==> src/rtl/core/fmp_pkg.sv <==
package fmp_pkg;

	// Sync bytes that open every frame.
	localparam logic [7:0] SYNC_FIRST  = 8'h42;
	localparam logic [7:0] SYNC_SECOND = 8'h52;

	// Parser phases, one-hot.
	typedef enum logic [10:0] {
		PH_SYNC1   = 11'b000_0000_0001,
		PH_SYNC2   = 11'b000_0000_0010,
		PH_LEN_L   = 11'b000_0000_0100,
		PH_LEN_H   = 11'b000_0000_1000,
		PH_ID_L    = 11'b000_0001_0000,
		PH_ID_H    = 11'b000_0010_0000,
		PH_SRC     = 11'b000_0100_0000,
		PH_DST     = 11'b000_1000_0000,
		PH_PAYLOAD = 11'b001_0000_0000,
		PH_CK_L    = 11'b010_0000_0000,
		PH_CK_H    = 11'b100_0000_0000
	} fmp_phase_t;

	// One finished frame.
	typedef struct packed {
		logic        frame_status;
		logic [15:0] message_id;
		logic [15:0] payload_length;
		logic [31:0] good_frames;
		logic [31:0] bad_frames;
	} fmp_result_t;

	// Contents of the input stage.
	typedef struct packed {
		logic       valid;
		logic [7:0] data;
	} fmp_stage_t;

endpackage

==> src/rtl/core/fmp_byte_if.sv <==
interface fmp_byte_if;
	logic       valid;
	logic       ready;
	logic [7:0] rx_byte;

	modport source (output valid, output rx_byte, input ready);
	modport sink (input valid, input rx_byte, output ready);
endinterface

==> src/rtl/core/fmp_result_if.sv <==
interface fmp_result_if;
	logic        valid;
	logic        ready;
	logic        frame_status;
	logic [15:0] message_id;
	logic [15:0] payload_length;
	logic [31:0] good_frames;
	logic [31:0] bad_frames;

	modport source (output valid, output frame_status, output message_id,
		output payload_length, output good_frames, output bad_frames, input ready);
	modport sink (input valid, input frame_status, input message_id,
		input payload_length, input good_frames, input bad_frames, output ready);
endinterface

==> src/rtl/core/fmp_in_stage.sv <==
module fmp_in_stage (
	input  logic               clk,
	input  logic               arst_n,
	input  logic               rx_valid,
	input  logic [7:0]         rx_data,
	output logic               rx_ready,
	input  logic               advance,
	output fmp_pkg::fmp_stage_t stage
);
	import fmp_pkg::*;

	logic       valid_s1;
	logic [7:0] byte_s1;

	// The stage takes a new word whenever it is empty or its word moves on.
	assign rx_ready = !valid_s1 || advance;

	always_ff @(posedge clk or negedge arst_n) begin
		if (!arst_n) begin
			valid_s1 <= 1'b0;
		end else if (rx_valid && rx_ready) begin
			valid_s1 <= 1'b1;
		end else if (advance) begin
			valid_s1 <= 1'b0;
		end
	end

	// The byte itself needs no reset.
	always_ff @(posedge clk) begin
		if (rx_valid && rx_ready) begin
			byte_s1 <= rx_data;
		end
	end

	assign stage.valid = valid_s1;
	assign stage.data  = byte_s1;
endmodule

==> src/rtl/core/fmp_parse.sv <==
module fmp_parse (
	input  logic                clk,
	input  logic                arst_n,
	input  logic                advance,
	input  logic [7:0]          rx_data,
	output logic                frame_done,
	output fmp_pkg::fmp_result_t result
);
	import fmp_pkg::*;

	fmp_phase_t  phase_q, phase_d;
	logic [15:0] left_q, left_d;
	logic [15:0] length_q, length_d;
	logic [15:0] id_q, id_d;
	logic [15:0] sum_q, sum_d;
	logic [7:0]  ck_low_q, ck_low_d;
	logic [31:0] good_q, good_d;
	logic [31:0] bad_q, bad_d;
	logic [15:0] sum_add;
	logic [15:0] left_dec;
	logic [15:0] received;
	logic        bad;

	assign sum_add  = sum_q + {8'h00, rx_data};
	assign left_dec = (left_q != 16'h0000) ? (left_q - 16'h0001) : left_q;
	assign received = {rx_data, ck_low_q};
	assign bad      = (received != sum_q);

	// Next state for the word in the input stage.
	always_comb begin
		phase_d    = phase_q;
		left_d     = left_q;
		length_d   = length_q;
		id_d       = id_q;
		sum_d      = sum_q;
		ck_low_d   = ck_low_q;
		good_d     = good_q;
		bad_d      = bad_q;
		frame_done = 1'b0;
		case (phase_q)
			PH_SYNC2: begin
				if (rx_data == SYNC_SECOND) begin
					sum_d   = sum_add;
					phase_d = PH_LEN_L;
				end else begin
					phase_d = PH_SYNC1;
				end
			end
			PH_LEN_L: begin
				sum_d    = sum_add;
				length_d = {8'h00, rx_data};
				phase_d  = PH_LEN_H;
			end
			PH_LEN_H: begin
				sum_d    = sum_add;
				length_d = {rx_data, length_q[7:0]};
				phase_d  = PH_ID_L;
			end
			PH_ID_L: begin
				sum_d   = sum_add;
				id_d    = {8'h00, rx_data};
				phase_d = PH_ID_H;
			end
			PH_ID_H: begin
				sum_d   = sum_add;
				id_d    = {rx_data, id_q[7:0]};
				phase_d = PH_SRC;
			end
			PH_SRC: begin
				sum_d   = sum_add;
				phase_d = PH_DST;
			end
			PH_DST: begin
				sum_d   = sum_add;
				left_d  = length_q;
				phase_d = (length_q == 16'h0000) ? PH_CK_L : PH_PAYLOAD;
			end
			PH_PAYLOAD: begin
				// A word that finds no payload left is dropped.
				if (left_q != 16'h0000) begin
					sum_d = sum_add;
				end
				left_d = left_dec;
				if (left_dec == 16'h0000) begin
					phase_d = PH_CK_L;
				end
			end
			PH_CK_L: begin
				ck_low_d = rx_data;
				phase_d  = PH_CK_H;
			end
			PH_CK_H: begin
				frame_done = 1'b1;
				if (bad) begin
					bad_d = bad_q + 32'd1;
				end else begin
					good_d = good_q + 32'd1;
				end
				phase_d  = PH_SYNC1;
				left_d   = 16'h0000;
				length_d = 16'h0000;
				id_d     = 16'h0000;
				sum_d    = 16'h0000;
				ck_low_d = 8'h00;
			end
			default: begin
				// Hunting for the first sync byte.
				phase_d = PH_SYNC1;
				if (rx_data == SYNC_FIRST) begin
					sum_d   = {8'h00, rx_data};
					phase_d = PH_SYNC2;
				end
			end
		endcase
	end

	// The finished frame as seen on the checksum high byte.
	assign result.frame_status   = bad;
	assign result.message_id     = id_q;
	assign result.payload_length = length_q;
	assign result.good_frames    = good_d;
	assign result.bad_frames     = bad_d;

	// Parser state advances once for each word that leaves the input stage.
	always_ff @(posedge clk or negedge arst_n) begin
		if (!arst_n) begin
			phase_q  <= PH_SYNC1;
			left_q   <= 16'h0000;
			length_q <= 16'h0000;
			id_q     <= 16'h0000;
			sum_q    <= 16'h0000;
			ck_low_q <= 8'h00;
			good_q   <= 32'h0000_0000;
			bad_q    <= 32'h0000_0000;
		end else if (advance) begin
			phase_q  <= phase_d;
			left_q   <= left_d;
			length_q <= length_d;
			id_q     <= id_d;
			sum_q    <= sum_d;
			ck_low_q <= ck_low_d;
			good_q   <= good_d;
			bad_q    <= bad_d;
		end
	end
endmodule

==> src/rtl/core/fmp_out_reg.sv <==
module fmp_out_reg (
	input  logic                clk,
	input  logic                arst_n,
	input  logic                load,
	input  fmp_pkg::fmp_result_t result,
	output logic                free,
	output logic                res_valid,
	input  logic                res_ready,
	output fmp_pkg::fmp_result_t res_data
);
	import fmp_pkg::*;

	logic        valid_q;
	fmp_result_t data_q;

	// The register can take a frame if it is empty or being emptied now.
	assign free = !valid_q || res_ready;

	always_ff @(posedge clk or negedge arst_n) begin
		if (!arst_n) begin
			valid_q <= 1'b0;
		end else if (load) begin
			valid_q <= 1'b1;
		end else if (res_ready) begin
			valid_q <= 1'b0;
		end
	end

	always_ff @(posedge clk) begin
		if (load) begin
			data_q <= result;
		end
	end

	assign res_valid = valid_q;
	assign res_data  = data_q;
endmodule

==> src/rtl/core/framed_message_parser_core.sv <==
// Channel  Role   Word
// rx       sink   one received byte (rx_byte)
// res      source one finished frame (status, id, length, good/bad counts)
//
// One byte is taken per cycle unless a frame waits on a full output register. A byte is
// registered in the input stage; as it leaves, parser state and any frame result load.
// Reset is asynchronous and clears the parser and both stages; no clearing pass follows.
// Only the checksum high byte waits on a full output register; every other byte
// moves on regardless of res.ready.
module framed_message_parser_core (
	input logic        clk,
	input logic        arst_n,
	fmp_byte_if.sink   rx,
	fmp_result_if.source res
);
	import fmp_pkg::*;

	fmp_stage_t  stage;
	fmp_result_t result;
	fmp_result_t res_data;
	logic        frame_done;
	logic        out_free;
	logic        advance;

	// The staged byte moves on unless it finishes a frame that cannot be stored.
	assign advance = stage.valid && (!frame_done || out_free);

	fmp_in_stage u_in_stage (
		.clk      (clk),
		.arst_n   (arst_n),
		.rx_valid (rx.valid),
		.rx_data  (rx.rx_byte),
		.rx_ready (rx.ready),
		.advance  (advance),
		.stage    (stage)
	);

	fmp_parse u_parse (
		.clk        (clk),
		.arst_n     (arst_n),
		.advance    (advance),
		.rx_data    (stage.data),
		.frame_done (frame_done),
		.result     (result)
	);

	fmp_out_reg u_out_reg (
		.clk       (clk),
		.arst_n    (arst_n),
		.load      (advance && frame_done),
		.result    (result),
		.free      (out_free),
		.res_valid (res.valid),
		.res_ready (res.ready),
		.res_data  (res_data)
	);

	assign res.frame_status   = res_data.frame_status;
	assign res.message_id     = res_data.message_id;
	assign res.payload_length = res_data.payload_length;
	assign res.good_frames    = res_data.good_frames;
	assign res.bad_frames     = res_data.bad_frames;
endmodule

==> src/flat_wrapper.sv <==
// flat-port wrapper written by rule: the top's interface ports become plain ports
module framed_message_parser_core_flat import fmp_pkg::*;
  (clk, arst_n, rx_valid, rx_rx_byte, rx_ready, res_valid, res_frame_status, res_message_id, res_payload_length, res_good_frames, res_bad_frames, res_ready);
  fmp_byte_if rx_i ();
  fmp_result_if res_i ();
  input logic clk;
  input logic arst_n;
  input wire logic [$bits(rx_i.valid)-1:0] rx_valid;
  input wire logic [$bits(rx_i.rx_byte)-1:0] rx_rx_byte;
  output wire logic [$bits(rx_i.ready)-1:0] rx_ready;
  output wire logic [$bits(res_i.valid)-1:0] res_valid;
  output wire logic [$bits(res_i.frame_status)-1:0] res_frame_status;
  output wire logic [$bits(res_i.message_id)-1:0] res_message_id;
  output wire logic [$bits(res_i.payload_length)-1:0] res_payload_length;
  output wire logic [$bits(res_i.good_frames)-1:0] res_good_frames;
  output wire logic [$bits(res_i.bad_frames)-1:0] res_bad_frames;
  input wire logic [$bits(res_i.ready)-1:0] res_ready;
  assign rx_i.valid = rx_valid;
  assign rx_i.rx_byte = rx_rx_byte;
  assign rx_ready = rx_i.ready;
  assign res_valid = res_i.valid;
  assign res_frame_status = res_i.frame_status;
  assign res_message_id = res_i.message_id;
  assign res_payload_length = res_i.payload_length;
  assign res_good_frames = res_i.good_frames;
  assign res_bad_frames = res_i.bad_frames;
  assign res_i.ready = res_ready;
  framed_message_parser_core u_core (.clk(clk), .arst_n(arst_n), .rx(rx_i), .res(res_i));
endmodule
==> config.mk <==
export PLATFORM = sky130hd
export DESIGN_NAME = framed_message_parser_core_flat
export DESIGN_NICKNAME = d
export VERILOG_FILES = /design/src/rtl/core/fmp_pkg.sv /design/src/rtl/core/fmp_byte_if.sv /design/src/rtl/core/fmp_result_if.sv /design/src/rtl/core/fmp_in_stage.sv /design/src/rtl/core/fmp_parse.sv /design/src/rtl/core/fmp_out_reg.sv /design/src/rtl/core/framed_message_parser_core.sv /design/src/flat_wrapper.sv
export SDC_FILE = /design/constraint.sdc
export NUM_CORES = 1
export LEC_CHECK = 0
export ABC_AREA = 1
export BUFFER_PORTS_ARGS = -buffer_cell sky130_fd_sc_hd__buf_2
export CAP_MARGIN = 20
export CORE_MARGIN = 2
export CORE_UTILIZATION = 60
export CTS_BUF_LIST = sky130_fd_sc_hd__clkbuf_2 sky130_fd_sc_hd__clkbuf_4 sky130_fd_sc_hd__clkbuf_8
export CTS_CLUSTER_SIZE = 20
export DETAILED_ROUTE_END_ITERATION = 8
export GPL_TIMING_DRIVEN = 1
export PLACE_DENSITY = 0.8
export SYNTH_ARGS = -nofsm -noshare
export SYNTH_HDL_FRONTEND = slang
export SYNTH_SLANG_ARGS = --single-unit
==> constraint.sdc <==
create_clock -name clk -period 5.1 [get_ports clk]
set_input_delay 1.02 -clock clk [delete_from_list [all_inputs] [get_ports clk]]
set_output_delay 1.02 -clock clk [all_outputs]
set_load 0.01 [all_outputs]
== Yosys cells after proc, flatten, opt, wreduce, memory -nomap -nowiden ==
Index checks and enable logic that the tools add are counted.
Operators by class
  add/subtract/negate cells: 4
  multipliers: 0
  div/mod/pow operators: 0
  $lt $le $gt $ge: 0
  eq/ne operators: 16
  shift-type cells: 0
  multiplexer cells: 23
  bitwise operators: 3
  reductions and logical operators: 30
Operators with widths (number)
  16-bit one-hot mux with 3 select lines: 3
  32-bit two-way mux: 4
  11-bit one-hot mux with 10 select lines: 1
  16-bit one-hot mux with 5 select lines: 1
  32-bit by 1-bit adder with 32-bit output (second input constant): 2
  16-bit two-way mux: 4
  16-bit zero test: 2
  16-bit by 8-bit adder with 16-bit output: 1
  8-bit by 7-bit equality test with 1-bit output (second input constant): 2
  16-bit inequality test: 1
  8-bit one-hot mux with 2 select lines: 1
  16-bit nonzero test: 1
  16-bit by 1-bit subtractor with 16-bit output (second input constant): 1
  11-bit by 10-bit equality test with 1-bit output (second input constant): 1
  11-bit equality test (second input constant): 1
  11-bit by 2-bit equality test with 1-bit output (second input constant): 1
  11-bit by 3-bit equality test with 1-bit output (second input constant): 1
  11-bit by 4-bit equality test with 1-bit output (second input constant): 1
  11-bit by 5-bit equality test with 1-bit output (second input constant): 1
  11-bit by 6-bit equality test with 1-bit output (second input constant): 1
  11-bit by 7-bit equality test with 1-bit output (second input constant): 1
  11-bit by 8-bit equality test with 1-bit output (second input constant): 1
  11-bit by 9-bit equality test with 1-bit output (second input constant): 1
  11-bit two-way mux: 1
  other kinds (16): 41
Storage, ports and cells
  bits in registers: 254
  bits in latches: 0
  bits in writable memories: 0
  memory bits (read-only): 0
  output and inout port bits: 99
  word-level logic and storage cells: 94
  memories: 0

== Logic depth before layout (Yosys ltp) ==
Gate-level depths: netlist of run 1.
  depth in word-level cells: 8
  mapped depth: 16
  gate-level depth less buffers: 15

== By module ==
Synthesis of run 1 repeated with hierarchy kept, for this count alone.
Second synthesis, totals
  cells, all modules: 1825
  area total of the unflattened synthesis: 14056.0 sq um
Modules (own cells, without submodules)
  fmp_parse: times used 1, cells each 1703, area each 10780.3 sq um, seq. area each 3679.8 sq um
  fmp_out_reg: times used 1, cells each 102, area each 2957.8 sq um, seq. area each 2937.8 sq um
  fmp_in_stage: times used 1, cells each 15, area each 292.8 sq um, seq. area each 265.3 sq um
  framed_message_parser_core: times used 1, cells each 5, area each 25.0 sq um, seq. area each 0.0 sq um

== Worst setup path before layout of run 1 ==
Ideal clock, no wire load.
  path type: input to register
  from: in res_ready
  to: reg u_core.u_out_reg.data_q, in the netlist u_core.u_out_reg.res_data[0] (enable)
  arrival: 3.761 ns
  path slack: 0.888 ns
  cell stages on the path: 11
  path buffers: 3
  cell sequence: inv_1 nand2_1 inv_1 nand2_1 nand2_2 inv_2 buf_6 buf_6 buf_6 nand2_1 inv_1
On the way
  longest elaborated chain between the ends: 4
RTL lines
  start, declared: line flat_wrapper.sv:17  | input wire logic [$bits(res_i.ready)-1:0] res_ready;
  1-bit logical OR: line fmp_out_reg.sv:17  | assign free = !valid_q || res_ready;
  1-bit logical OR: line framed_message_parser_core.sv:26  | assign advance = stage.valid && (!frame_done || out_free);
  1-bit logical AND: line framed_message_parser_core.sv:26
  1-bit logical AND: line framed_message_parser_core.sv:50  | .load (advance && frame_done),
  named net u_core.u_out_reg.load: line fmp_out_reg.sv:4  | input logic load,
  end signal, assigned: line fmp_out_reg.sv:31  | data_q <= result;
  end, declared: line fmp_out_reg.sv:14  | fmp_result_t data_q;
The timed path passes the listed nets, and every way through them passes these cells.
A chain may end at the register's enable or synchronous reset.

== Final worst setup path of run 1 ==
  from: reg u_core.u_parse.phase_q[1]
  to: out rx_ready
On the way
  longest elaborated chain between the ends: 6
RTL lines
  start, declared: line fmp_parse.sv:11  | fmp_phase_t phase_q, phase_d;
  start signal, assigned: line fmp_parse.sv:136  | phase_q <= phase_d;
  11-bit equality test: line fmp_parse.sv:40  | case (phase_q)
  1-bit two-way mux: line fmp_parse.sv:40
  1-bit zero test: line framed_message_parser_core.sv:26
  1-bit logical OR: line framed_message_parser_core.sv:26
  1-bit logical AND: line framed_message_parser_core.sv:26
  1-bit logical OR: line fmp_in_stage.sv:16  | assign rx_ready = !valid_s1 || advance;
  end, declared: line flat_wrapper.sv:10  | output wire logic [$bits(rx_i.ready)-1:0] rx_ready;
No other way between the ends.

==> impl_summary.log, run 1 <==
INFO  metric result_of_the_run = finished, final reports clean
INFO  metric finalSetupViolCount = 0
INFO  metric floorplan.io_pins = 111
INFO  metric critPathRequiredTime = 4.08 ns
INFO  metric drt_pass1_iterations = 6
INFO  metric final_min_period_over_clock_period = 0.6984
INFO  metric critical_path.max_stage_delay = 0.50 ns
INFO  metric gp_congestion = 0.9508
INFO  metric post_synth.cell_area_avg = between 7 and 8 um2
INFO  metric min_to = u_core.u_out_reg.res_data[85]$_DFFE_PP_
INFO  metric placement_rows = 56
INFO  metric buffer_ports.inserted = 110
INFO  metric initial_utilization = 0.6083
INFO  metric pin_count_of_the_biggest_net_entering_global_routing = 98
INFO  metric chipWidth = 158.0 um
INFO  metric worst_r2r_end = u_core.u_parse.id_q[4]$_DFFE_PN0P_
INFO  metric crit_fanout = 53
INFO  metric power_per_cell_area = approximately 270 nW/um2
INFO  metric source_to_sink_clock_delay_at_the_later_pin_of_the_worst_skew_pair = about 0.57 ns
INFO  metric min_path_type = flop to flop
INFO  metric placement.cell_area = 14920 um2
INFO  metric synth_enable_flop_cells = 105
INFO  metric setup.worst_path.start_class = flop
INFO  metric synthesis.instances = 1898
INFO  metric crit_end_element = output pin
INFO  metric antenna_violating_nets_post_route = 0
INFO  metric total_power = 0.004289 W
INFO  metric synth.net_count = 1922
INFO  metric post-route-drc-count = 0
INFO  metric finalCriticalPeriod = approximately 3.6 ns
INFO  metric sequential_cell_area = 6883 um2
INFO  metric finalClockSkew = 0.03487 ns
INFO  metric avg_wl_per_cell = 15.27 um
INFO  metric maxSlewViolCount = 0
INFO  metric wire_length_of_the_first_global_routing_pass = just under 60000 um
INFO  metric routed_wirelength = approximately 36000 um
INFO  metric avgViaCountPerCell = 5.382
INFO  metric via_count_of_the_first_global_routing_pass = approximately 12000
INFO  metric clock_sinks = about 250
INFO  metric clock_tree.root_cell = sky130_fd_sc_hd__clkbuf_8
INFO  metric ys_dominant_reg_cell = sky130_fd_sc_hd__dfrtp_1
INFO  metric multi_input_area = 6410 um2
INFO  metric antenna_cells_inserted = 0
INFO  metric post_cts_buffers = 0
INFO  metric hold_buffers = 0
INFO  metric max_slew_margin = 0.3632
INFO  metric ys_top_cells_by_area = sky130_fd_sc_hd__dfrtp_1, sky130_fd_sc_hd__nand2_1, sky130_fd_sc_hd__edfxtp_1
INFO  metric synth_sequential_area_ratio = 0.4835
INFO  metric layout.filler_cells = just over 2000
INFO  metric antenna_violations_before_repair = 0
INFO  metric clockBufferDepth = 3
INFO  metric ctsHtreeMaxLevel = 2
INFO  metric max_slew.worst_pin.slew = 0.9489 ns
INFO  metric fin_tns_setup = 0 ns
INFO  metric grt_usage = 0.2956
INFO  metric gr-usage-met3 = 0.04134
INFO  metric grt_setup_unrepaired = no
INFO  metric async_flop_share = 0.5866
INFO  metric grt_busiest_layer = met2
INFO  metric grt.met1_usage = 0.4190
INFO  metric crit_type = flop to output pin
INFO  metric vdd_drop_max = 0.2367 mV
INFO  metric cap_violations = 0
INFO  metric met2_usage = 0.4731
INFO  metric crit_path_cell_trace = nor2_1 > nand3_1 > nor2_4 > nand2_2 > inv_2 > buf_4 > nand3_1 > buf_2
INFO  metric core_area = 23400 um2
INFO  metric critical_path.reg2reg.startpoint = u_core.u_parse.phase_q[1]$_DFFE_PN0P_
INFO  metric postLayoutCellArea = 15830 um2
INFO  metric p_leak = 8.012 nW
INFO  metric global_route.overflow_total = 0
INFO  metric placement.setup.worst_slack = 1.558 ns
INFO  metric min-delay-start = u_core.u_parse.id_q[5]$_DFFE_PN0P_
INFO  metric final_hold_viol_count = 0
INFO  metric cts_tree = yes
INFO  metric clk_pin_slew = 0.07 ns
INFO  metric final_nets = 2025
INFO  metric worst-r2r-setup-slack = 1.84 ns
INFO  metric min_path_cells = 0
INFO  metric area_growth_syn_to_layout = 11.23%
INFO  metric timing_limited_maximum_frequency = roughly 280 MHz
INFO  metric most_numerous_cell_on_the_critical_path = sky130_fd_sc_hd__nand3_1
INFO  metric detailroute.via_count = 12660
INFO  metric die_area = ~25000 um2
INFO  metric synthesis.area = 14230 um2
INFO  metric number_of_cells_on_the_worst_reg_to_reg_path = 11
INFO  metric post_route_cells_drive_above_1_share = 0.1150
INFO  metric synth_warnings = 0
INFO  metric cts.repair.resized = 0
INFO  metric synth-seq-cells = around 250
INFO  metric drt_iter0_markers = 1031
INFO  metric cts_inserted_buffers = 41
INFO  metric post-synth-top-area-cell = sky130_fd_sc_hd__dfrtp_1
INFO  metric die_height = approximately 160 um
INFO  metric synth_top_cell_area_share = 0.2602
INFO  metric ys_types = 43
INFO  metric critPathArrivalTime = 2.54 ns
INFO  metric critical-path-slowest-cell = sky130_fd_sc_hd__buf_4
INFO  metric placed_wire_length_estimate = 25270 um
INFO  metric timing.final.ws_setup = roughly 1.5 ns
## critical path: cells and delay by family, from the launching register on
kind,cells,cell delay (ns)
simple gates,5,0.79
buf+inv,3,0.78
flops,1,0.42
## state kept, by name (all words and copies together), names as in the netlist
register / cells
u_core.u_out_reg.res_valid: 1
u_core.u_in_stage.byte_s1: 8
u_core.u_parse.sum_q: 16
u_core.u_in_stage.valid_s1: 1
u_core.u_parse.good_q: 32
u_core.u_parse.left_q: 16
u_core.u_parse.phase_q: 11
u_core.u_out_reg.res_data: 97
u_core.u_parse.bad_q: 32
u_core.u_parse.id_q: 16
u_core.u_parse.ck_low_q: 8
u_core.u_parse.length_q: 16
## cell usage in the layout (no fill, tap or decap), drive strengths merged, types with 3 or more instances in the layout
cell    synthesis  layout
or2             3       3
clkbuf         23      58
dfrtp         148     148
xor2           42      42
buf            37     120
a21oi          26      26
nand3b          8       8
nor4            3       3
clkinv          0      16
a22oi          11      11
and2            6       6
inv           159     158
ha             11      11
edfxtp        105     105
xnor2          16      16
nand4          31      31
o21ai          93      93
nor2          165     165
o211ai          3       3
nand2         865     865
nor3           35      35
nand3          98      98
## where the power goes
group	switching [W]	internal, W	leakage (nW)
Sequential	0.0000387	0.00215	3.08
Combinational	0.000160	0.0000632	4.46
Clock	0.000816	0.00106	0.472
Total	0.00101	0.00327	8.01
## kinds of logic after synthesis
family                   share of synthesized area
adder cells (fa/ha/maj)                    0.01107
AO/OA/AOI/OAI                              0.05379
XOR/XNOR                                   0.03569
AND/OR/NAND/NOR                             0.3497
buffers and inverters                      0.06619
flip-flops                                  0.4835
## area by class of cell
| class | count | share of cell area |
|---|---|---|
| clock buffers | 58 | 0.04765 |
| repair buffers | 120 | 0.04117 |
| clock inverters | 18 | 0.008534 |
| flip-flops and latches | 254 | 0.4347 |
| well taps | 319 | 0.02521 |
| inverters | 159 | 0.03793 |
| multi-input cells | 1425 | 0.4048 |
## through the flow
step | instances | utilization | hold slack, ns
after floorplan | 1898 | - | 0.4253
after global placement | 2276 | 0.6374 | 0.4413
after detailed placement | 2276 | 0.6374 | 0.4348
after CTS | 2352 | 0.6754 | 0.4531
after global routing | 2353 | 0.6766 | 0.4621
final | 2353 | 0.6766 | 0.4588
## worst max-delay path by stage
stage,from,to,slack (ns)
2_1_floorplan,res_ready,u_core.u_out_reg.res_data[0]$_DFFE_PP_,0.89
3_3_place_gp,res_ready,u_core.u_out_reg.res_data[35]$_DFFE_PP_,1.61
3_5_place_dp,res_ready,u_core.u_parse.id_q[3]$_DFFE_PN0P_,1.56
4_1_cts,u_core.u_parse.phase_q[7]$_DFFE_PN0P_,rx_ready,1.49
5_1_grt,u_core.u_parse.phase_q[7]$_DFFE_PN0P_,rx_ready,1.36
6_report,u_core.u_parse.phase_q[1]$_DFFE_PN0P_,rx_ready,1.54
## metal layers
metal | vias to the layer above | part of all wire
met5 | - | 0
met4 | 0 | 0.024
met3 | 69 | 0.061
met2 | 429 | 0.46
met1 | 5917 | 0.46
li1 | 6249 | -
## cells in the mapped netlist, types with 2 or more instances
| cell type | n |
|---|---|
| sky130_fd_sc_hd__a21oi_1 | 25 |
| sky130_fd_sc_hd__a22oi_1 | 11 |
| sky130_fd_sc_hd__and2_1 | 6 |
| sky130_fd_sc_hd__buf_1 | 4 |
| sky130_fd_sc_hd__buf_2 | 17 |
| sky130_fd_sc_hd__buf_4 | 6 |
| sky130_fd_sc_hd__buf_6 | 10 |
| sky130_fd_sc_hd__clkbuf_1 | 22 |
| sky130_fd_sc_hd__dfrtp_1 | 148 |
| sky130_fd_sc_hd__edfxtp_1 | 105 |
| sky130_fd_sc_hd__ha_1 | 11 |
| sky130_fd_sc_hd__inv_1 | 151 |
| sky130_fd_sc_hd__inv_2 | 8 |
| sky130_fd_sc_hd__nand2_1 | 851 |
| sky130_fd_sc_hd__nand2_2 | 11 |
| sky130_fd_sc_hd__nand2_4 | 3 |
| sky130_fd_sc_hd__nand3_1 | 98 |
| sky130_fd_sc_hd__nand3b_1 | 8 |
| sky130_fd_sc_hd__nand4_1 | 30 |
| sky130_fd_sc_hd__nor2_1 | 158 |
| sky130_fd_sc_hd__nor2_2 | 4 |
| sky130_fd_sc_hd__nor2_4 | 3 |
| sky130_fd_sc_hd__nor3_1 | 32 |
| sky130_fd_sc_hd__nor3_2 | 3 |
| sky130_fd_sc_hd__nor4_1 | 3 |
| sky130_fd_sc_hd__o211ai_1 | 3 |
| sky130_fd_sc_hd__o21ai_0 | 84 |
| sky130_fd_sc_hd__o21ai_1 | 4 |
| sky130_fd_sc_hd__o21ai_2 | 5 |
| sky130_fd_sc_hd__o21bai_1 | 2 |
| sky130_fd_sc_hd__o22ai_1 | 2 |
| sky130_fd_sc_hd__or2_2 | 3 |
| sky130_fd_sc_hd__xnor2_1 | 16 |
| sky130_fd_sc_hd__xor2_1 | 42 |
Power figures use the tool's default switching activity.
==> inputs of run 2 (changes only) <==
clock period = 3.5 ns   (was 5.1 ns; I/O delays follow)
==> run 2 against run 1 <==
  * Non-clock buffer count rose by 2
  * Global-route usage is 0.68 points higher
  * Sequential power rose by 46%
  * Clock-buffer cell count rose by 1
  * Register-to-register slack worse by 1.2 ns
  * First-iteration DRC count is 12% higher
  * Largest cell class unchanged
==> impl_summary.log, run 2 (same netlist as run 1, synthesis figures left out) <==
INFO  metric layout.filler_cells = 2046 (-0.29%)
INFO  metric die_area = 24970 um2 (unchanged)
INFO  metric crit_type = flop to flop
INFO  metric min_path_type = primary input to async pin
INFO  metric placement.setup.worst_slack = 0.7138 ns (-0.8443 ns)
INFO  metric utilization = 0.6760 (about the same)
INFO  metric max_slew_margin = 0.3226 (-0.04057)
INFO  metric drt_pass1_iterations = 5 (-1)
INFO  metric finalCriticalPeriod = 2.817 ns
INFO  metric die_height = 158.0 um (unchanged)
INFO  metric avg_wl_per_cell = 15.77 um (+3.3%)
INFO  metric avgViaCountPerCell = 5.436 (+1.0%)
INFO  metric placed_wire_length_estimate = 26130 um (+3.4%)
INFO  metric post_route_cells_drive_above_1_share = 0.1149 (about the same)
INFO  metric detailroute.via_count = 12800 (+1.1%)
INFO  metric power_per_cell_area = 388.5 nW/um2 (+43%)
INFO  metric antenna_violating_nets_post_route = 0 (unchanged)
INFO  metric final_hold_viol_count = 0 (unchanged)
INFO  metric wire_length_of_the_first_global_routing_pass = 59870 um (+1.4%)
INFO  metric result_of_the_run = finished, final reports clean
INFO  metric startpoint = u_core.u_in_stage.byte_s1[4]$_DFFE_PP_
INFO  metric power_switching_share = 0.2412 (+0.004607)
INFO  metric crit_end_element = flop
INFO  metric cts_tree = yes
INFO  metric clock_sinks = 254 (unchanged)
INFO  metric cts.repair.resized = 0 (unchanged)
INFO  metric placement_rows = 56 (unchanged)
INFO  metric p_leak = 7.989 nW (-0.28%)
INFO  metric fin_tns_setup = 0 ns (unchanged)
INFO  metric global_route.overflow_total = 0 (unchanged)
INFO  metric finish.cell_count_without_fillers = 2355 (+0.085%)
INFO  metric antenna_cells_inserted = 0 (unchanged)
INFO  metric source_to_sink_clock_delay_at_the_later_pin_of_the_worst_skew_pair = 0.56 ns (about the same)
INFO  metric post-route-drc-count = 0 (unchanged)
INFO  metric cap_violations = 0 (unchanged)
INFO  metric via_count_of_the_first_global_routing_pass = 11900 (-0.84%)
INFO  metric critical_path.reg2reg.startpoint = u_core.u_in_stage.byte_s1[4]$_DFFE_PP_
INFO  metric drt_iter0_markers = 1158 (+12%)
INFO  metric finalSetupViolCount = 0 (unchanged)
INFO  metric grt_setup_unrepaired = no
INFO  metric routed_wirelength = 37150 um (+3.4%)
INFO  metric clk_pin_slew = 0.07 ns (about the same)
INFO  metric floorplan.io_pins = 111 (unchanged)
INFO  metric finalClockSkew = 0.02692 ns (-0.007953 ns)
INFO  metric cellInternalPower = 0.004663 W (+42%)
INFO  metric max_ffs_per_register = 97 (unchanged)
INFO  metric crit_fanout = 40 (-25%)
INFO  metric gp_congestion = 0.9698 (+2.0%)
INFO  metric placed_cells_incl_taps = 2279 (+0.13%)
INFO  metric post_cts_buffers = 0 (unchanged)
INFO  metric pin_count_of_the_biggest_net_entering_global_routing = 71 (-28%)
INFO  metric final_nets = 2027 (+0.099%)
INFO  metric area_growth_syn_to_layout = 11.14% (about the same)
INFO  metric maxSlewViolCount = 0 (unchanged)
INFO  metric vdd_drop_max = 0.2908 mV (+23%)
INFO  metric buffer_ports.inserted = 110 (unchanged)
INFO  metric core_area = 23400 um2 (unchanged)
INFO  metric multi_input_area = 6410 um2 (unchanged)
INFO  metric final_min_period_over_clock_period = 0.8048
INFO  metric total_switching_power = 0.001482 W (+46%)
INFO  metric max_slew.worst_pin.slew = 1.009 ns (+0.06044 ns)
INFO  metric ctsHtreeMaxLevel = 2 (unchanged)
INFO  metric hold_buffers = 0 (unchanged)
INFO  metric antenna_violations_before_repair = 0 (unchanged)
INFO  metric fin_worst_hold_slack = 0.1455 ns (-0.3133 ns)
INFO  metric timing.final.ws_setup = 0.6832 ns (-0.8552 ns)
INFO  metric clockBufferDepth = 3 (unchanged)
INFO  metric setup.worst_path.start_class = flop
INFO  metric grt_usage = 0.3024 (+0.006766)
INFO  metric critPathArrivalTime = 3.31 ns (+0.77 ns)
INFO  metric pwr-share-clk = 0.426 (-0.011)
INFO  metric share_seq_of_total_power = 0.520 (+0.009)
INFO  metric top_library_cells_by_usage_in_the_layout_fill_and_taps_aside = sky130_fd_sc_hd__nand2_1, sky130_fd_sc_hd__nor2_1, sky130_fd_sc_hd__inv_1, sky130_fd_sc_hd__dfrtp_1, sky130_fd_sc_hd__buf_2
INFO  metric critPathRequiredTime = 3.99 ns (-0.09 ns)
INFO  metric combinationalPowerShare = 0.054 (+0.002)
INFO  metric commonest_non_fill_non_tap_cell_in_the_layout = sky130_fd_sc_hd__nand2_1
INFO  metric clock_tree.root_cell = sky130_fd_sc_hd__clkbuf_8
INFO  metric chipWidth = 158.0 um (unchanged)
INFO  metric initial_utilization = 0.6083 (unchanged)
INFO  metric sequential_cell_area = 6883 um2 (unchanged)
INFO  metric timing_limited_maximum_frequency = around 360 MHz
INFO  metric cts_inserted_buffers = 41 (unchanged)
run 2: cell types whose count changed in the layout (fill, tap and decap cells not counted), moves of 2 or more:
cell and delta:
sky130_fd_sc_hd__clkinv_1 +2, sky130_fd_sc_hd__buf_12 +3, sky130_fd_sc_hd__clkinv_2 -3, sky130_fd_sc_hd__clkinvlp_4 +2
sky130_fd_sc_hd__clkbuf_8 -4, sky130_fd_sc_hd__clkbuf_4 +5
run 2: layer usage:
metal,global-route usage,part of all wire,vias up
li1,-,-,6244
met4,0.1055,0.029,0
met2,0.4754,0.45,491
met3,0.04873,0.072,79
met5,0,0,-
met1,0.4278,0.44,5988
run 2: worst paths after layout:
check                                                               end  slack [ns]  cells past startpoint
worst max register to register     u_core.u_parse.good_q[7]$_DFFE_PN0P_        0.68                     16
max in group asynchronous           u_core.u_parse.id_q[15]$_DFFE_PN0P_        2.49                      2
worst min-delay path               u_core.u_parse.left_q[7]$_DFFE_PN0P_        0.15                      1
worst min register to register  u_core.u_out_reg.res_data[95]$_DFFE_PP_        0.43                      0
worst max-delay path               u_core.u_parse.good_q[7]$_DFFE_PN0P_        0.68                     16
min in group clk                 u_core.u_in_stage.byte_s1[0]$_DFFE_PP_        0.34                      1
run 2: power groups by stage:
| stage | sequential, W | combinational (W) | clock (W) |
|---|---|---|---|
| 2_1_floorplan | 0.00323 | 0.000222 | 0 |
| 3_3_place_gp | 0.00325 | 0.000326 | 0 |
| 3_5_place_dp | 0.00325 | 0.000331 | 0 |
| 4_1_cts | 0.00319 | 0.000333 | 0.00266 |
| 5_1_grt | 0.00319 | 0.000378 | 0.00279 |
| 6_report | 0.00319 | 0.000334 | 0.00262 |
run 2: through the flow:
step                instance area [um2]  power (W)
global placement                  14980   0.003573
floorplan                         14240   0.003449
finish                            15820   0.006146
CTS                               15820   0.006186
global route                      15820   0.006365
detailed placement                14980   0.003578
run 2: area by class of cell:
type / instances / share of cell area
clock buffer: 59 / 0.04658
clock inverter: 17 / 0.006643
inverter: 159 / 0.03804
multi-input combinational: 1425 / 0.4052
sequential: 254 / 0.4351
tap: 319 / 0.02523
timing repair buffer: 122 / 0.04326
run 2: worst max-delay path, stage by stage (launching register included):
cell and delay [ns]:
sky130_fd_sc_hd__edfxtp_1 0.54, sky130_fd_sc_hd__inv_1 0.24, sky130_fd_sc_hd__nand2_1 0.07, sky130_fd_sc_hd__nand2_1 0.07
sky130_fd_sc_hd__nand3_1 0.07, sky130_fd_sc_hd__nor2_1 0.10, sky130_fd_sc_hd__nand2_1 0.07, sky130_fd_sc_hd__inv_1 0.09
sky130_fd_sc_hd__nand2_2 0.42, sky130_fd_sc_hd__inv_2 0.15, sky130_fd_sc_hd__buf_4 0.41, sky130_fd_sc_hd__nand2_1 0.12
sky130_fd_sc_hd__nand2_1 0.08, sky130_fd_sc_hd__nand2_1 0.05, sky130_fd_sc_hd__nand2_1 0.14, sky130_fd_sc_hd__nand2_1 0.08
sky130_fd_sc_hd__nand2_1 0.08
==> inputs of run 3 (changes only) <==
ABC_AREA = 0   (was 1)
clock period = 2.8 ns   (was 3.5 ns; I/O delays follow)
==> run 3 against run 2 <==
  * Global-route usage decreased by 3.8 points
  * Clock-buffer cell count increased by 6
  * First-iteration DRC count decreased by 39%
  * Synthesized area decreased by 16%
==> impl_summary.log, run 3 <==
INFO  metric synth.net_count = 1107 (-42%)
INFO  metric result_of_the_run = finished, final reports clean
INFO  metric synthSimpleGateAreaFrac = 0.1805 (-0.1693)
INFO  metric crit_path_cell_trace = or4b_4 > nor3_4 > a21oi_1 > or4_4 > or2_4 > nor3_2 > mux2_2
INFO  metric setup.worst_path.start_class = flop
INFO  metric max_slew.worst_pin.slew = 1.044 ns (+0.03506 ns)
INFO  metric clock_tree.root_cell = sky130_fd_sc_hd__clkbuf_8
INFO  metric synthesis.instances = 1083 (-43%)
INFO  metric ctsHtreeMaxLevel = 2 (unchanged)
INFO  metric detailroute.via_count = 9024 (-30%)
INFO  metric post-synth-top-area-cell = sky130_fd_sc_hd__dfrtp_1
INFO  metric post_synth.cell_area_avg = 11.06 um2 (+47%)
INFO  metric placement_rows = 51 (-8.9%)
INFO  metric cp.buffers_inverters = 0 (-4)
INFO  metric antenna_violations_before_repair = 0 (unchanged)
INFO  metric cts_inserted_buffers = 42 (+2.4%)
INFO  metric post-route-drc-count = 0 (unchanged)
INFO  metric core_area = 19530 um2 (-17%)
INFO  metric sequential_cell_area = 6887 um2 (about the same)
INFO  metric fin_worst_hold_slack = 0.009863 ns (-0.1356 ns)
INFO  metric clockBufferDepth = 3 (unchanged)
INFO  metric drt_pass1_iterations = 5 (unchanged)
INFO  metric synth_warnings = 0 (unchanged)
INFO  metric critPathTopFamily = simple AND/OR/NAND/NOR gates
INFO  metric grt_usage = 0.2642 (-0.03819)
INFO  metric min_path_type = primary input to async pin
INFO  metric maxSlewViolCount = 0 (unchanged)
INFO  metric top_library_cells_by_usage_in_the_layout_fill_and_taps_aside = sky130_fd_sc_hd__dfrtp_1, sky130_fd_sc_hd__buf_2, sky130_fd_sc_hd__nand2_1, sky130_fd_sc_hd__edfxtp_1
INFO  metric clk_pin_slew = 0.06 ns (about the same)
INFO  metric critical-path-slowest-cell = sky130_fd_sc_hd__or4b_4
INFO  metric finalSetupViolCount = 0 (unchanged)
INFO  metric power_per_cell_area = 662.1 nW/um2 (+70%)
INFO  metric synth-seq-cells = 254 (unchanged)
INFO  metric synth_compound_gate_area_share = 0.08669 (+0.03290)
INFO  metric worst_setup_path_endpoint = u_core.u_parse.sum_q[15]$_DFFE_PN0P_
INFO  metric critPathArrivalTime = 3.16 ns (-0.15 ns)
INFO  metric multi_input_area = 4933 um2 (-23%)
INFO  metric global_route.overflow_total = 0 (unchanged)
INFO  metric die_area = 21110 um2 (-15%)
INFO  metric p_leak = 6.131 nW (-23%)
INFO  metric chipWidth = 145.3 um (-8.1%)
INFO  metric cts_tree = yes
INFO  metric cp.depth = 7 (-9)
INFO  metric synth_top_cell_area_share = 0.3092 (+0.04900)
INFO  metric synth_sequential_area_ratio = 0.5746 (+0.09106)
INFO  metric synth_enable_flop_cells = 105 (unchanged)
INFO  metric buffer_ports.inserted = 110 (unchanged)
INFO  metric finalClockSkew = 0.02200 ns (-0.004916 ns)
INFO  metric met2RoutedLength = 13070 um (-23%)
INFO  metric wire_length_of_the_first_global_routing_pass = 45090 um (-25%)
INFO  metric antenna_cells_inserted = 0 (unchanged)
INFO  metric worst_r2r_end = u_core.u_parse.sum_q[15]$_DFFE_PN0P_
INFO  metric routed_wirelength = 27540 um (-26%)
INFO  metric initial_utilization = 0.6135 (+0.005216)
INFO  metric async_flop_share = 0.5866 (unchanged)
INFO  metric critical_path.max_stage_delay = 0.61 ns (+0.07 ns)
INFO  metric netlist_top_cells_count = sky130_fd_sc_hd__dfrtp_1, sky130_fd_sc_hd__nand2_1, sky130_fd_sc_hd__edfxtp_1, sky130_fd_sc_hd__nor2_1, sky130_fd_sc_hd__xor2_1
INFO  metric gp_congestion = 0.9778 (+0.82%)
INFO  metric met1Wirelength = 11610 um (-30%)
INFO  metric muxShareOfSynthArea = 0.01295 (+0.01295)
INFO  metric antenna_violating_nets_post_route = 0 (unchanged)
INFO  metric crit_end_element = flop
INFO  metric floorplan.io_pins = 111 (unchanged)
INFO  metric crit_fanout = 7 (-83%)
INFO  metric synth_fa_ha_area_frac = 0.01316 (+0.002086)
INFO  metric largest_family_of_logic_cells_by_synthesized_area = simple AND/OR/NAND/NOR gates
INFO  metric finalCriticalPeriod = 2.727 ns (-0.08977 ns)
INFO  metric max_slew_margin = 0.3021 (-0.02051)
INFO  metric route.met3.wl = 1943 um (-28%)
INFO  metric ys_top_cells_by_area = sky130_fd_sc_hd__dfrtp_1, sky130_fd_sc_hd__edfxtp_1, sky130_fd_sc_hd__xor2_1
INFO  metric ys_dominant_reg_cell = sky130_fd_sc_hd__dfrtp_1
INFO  metric highest-signal-layer = met4
INFO  metric final_min_period_over_clock_period = 0.9740 (+0.1691)
INFO  metric worst-r2r-setup-slack = 0.07 ns (-0.61 ns)
INFO  metric yosys.area_share.xor_xnor = 0.1104 (+0.07472)
INFO  metric post_route_cells_drive_above_1_share = 0.2389 (+0.1240)
INFO  metric startpoint = u_core.u_in_stage.byte_s1[7]$_DFFE_PP_
INFO  metric crit_type = flop to flop
INFO  metric final_hold_viol_count = 0 (unchanged)
INFO  metric final_nets = 1298 (-36%)
INFO  metric vdd_drop_max = 0.6020 mV (+110%)
INFO  metric number_of_cells_on_the_worst_reg_to_reg_path = 7 (-9)
INFO  metric area_growth_syn_to_layout = 19.69%
INFO  metric via_count_of_the_first_global_routing_pass = 8852 (-26%)
INFO  metric placed_cells_incl_taps = 1494 (-34%)
INFO  metric critical_path.reg2reg.startpoint = u_core.u_in_stage.byte_s1[7]$_DFFE_PP_
INFO  metric critPathRequiredTime = 3.23 ns (-0.76 ns)
INFO  metric source_to_sink_clock_delay_at_the_later_pin_of_the_worst_skew_pair = 0.55 ns (about the same)
INFO  metric timing_limited_maximum_frequency = 366.7 MHz (+3.3%)
INFO  metric max_ffs_per_register = 97 (unchanged)
INFO  metric synthesis.area = 11980 um2 (-16%)
INFO  metric layout.filler_cells = 1369 (-33%)
INFO  metric placed_wire_length_estimate = 18730 um (-28%)
INFO  metric cap_violations = 0 (unchanged)
INFO  metric avgViaCountPerCell = 5.744 (+5.7%)
INFO  metric finish.cell_count_without_fillers = 1571 (-33%)
INFO  metric synth_most_common_cell = sky130_fd_sc_hd__dfrtp_1
INFO  metric clock_sinks = 254 (unchanged)
INFO  metric pin_count_of_the_biggest_net_entering_global_routing = 61 (-14%)
INFO  metric avg_wl_per_cell = 17.53 um (+11%)
INFO  metric drt_iter0_markers = 702 (-39%)
INFO  metric commonest_non_fill_non_tap_cell_in_the_layout = sky130_fd_sc_hd__dfrtp_1
INFO  metric die_height = 145.3 um (-8.1%)
INFO  metric ys_types = 70 (+63%)
==> run 3: worst min-delay path by stage <==
stage | startpoint | end | slack (ns) | cells after the start
finish | arst_n | u_core.u_parse.id_q[6]$_DFFE_PN0P_ | 0.01 | 1
global route | arst_n | u_core.u_parse.left_q[3]$_DFFE_PN0P_ | 0.03 | 1
CTS | arst_n | u_core.u_parse.sum_q[13]$_DFFE_PN0P_ | 0.02 | 1
detailed placement | u_core.u_parse.id_q[12]$_DFFE_PN0P_ | u_core.u_out_reg.res_data[92]$_DFFE_PP_ | 0.44 | 0
global placement | u_core.u_parse.id_q[4]$_DFFE_PN0P_ | u_core.u_out_reg.res_data[84]$_DFFE_PP_ | 0.43 | 0
floorplan | arst_n | u_core.u_in_stage.valid_s1$_DFFE_PN0P_ | 0.26 | 0
==> run 3: final cells by class <==
class / count / area share
Inverter: 19 / 0.004974
Sequential cell: 254 / 0.4803
Multi-Input combinational cell: 765 / 0.3441
Tap cell: 265 / 0.02313
Timing Repair Buffer: 192 / 0.08526
Clock buffer: 65 / 0.05498
Clock inverter: 11 / 0.007243
==> run 3: layer usage <==
layer  GRT usage  vias up
met5           0        -
met4     0.09951        0
met3     0.04371       90
met2      0.4201      401
met1      0.3694     4279
li1            -     4254
==> run 3: where the power goes <==
part / switching (W) / internal, W
combinational: 0.000981 / 0.000769
clock: 0.00142 / 0.00198
sequential: 0.000246 / 0.00410
total: 0.00265 / 0.00685
==> run 3: cells by family after synthesis <==
kind of cell	count (synthesis)
xor+xnor	151
fa+ha+maj	12
mux	14
flops	254
simple gates	422
compound gates	166
buf+inv	64
==> run 3: metrics by stage <==
step	setup WS (ns)	power, W	instance area (um2)	setup TNS [ns]	utilization
global placement	0.05831	0.006063	13360	0	0.6840
finish	0.07294	0.009493	14340	0	0.7343
floorplan	-0.3017	0.005434	12020	-29.26	-
detailed placement	0.03631	0.006100	13360	0	0.6840
CTS	0.009912	0.009510	14270	0	0.7308
global route	-0.01969	0.009936	14340	-0.02801	0.7343
==> run 3: timing repair <==
action	CTS	global route
endpoints found under the setup margin	2	104
pin swaps	1	4
hold buffers	0	0
buffers inserted	0	1
gates resized for setup	3	13
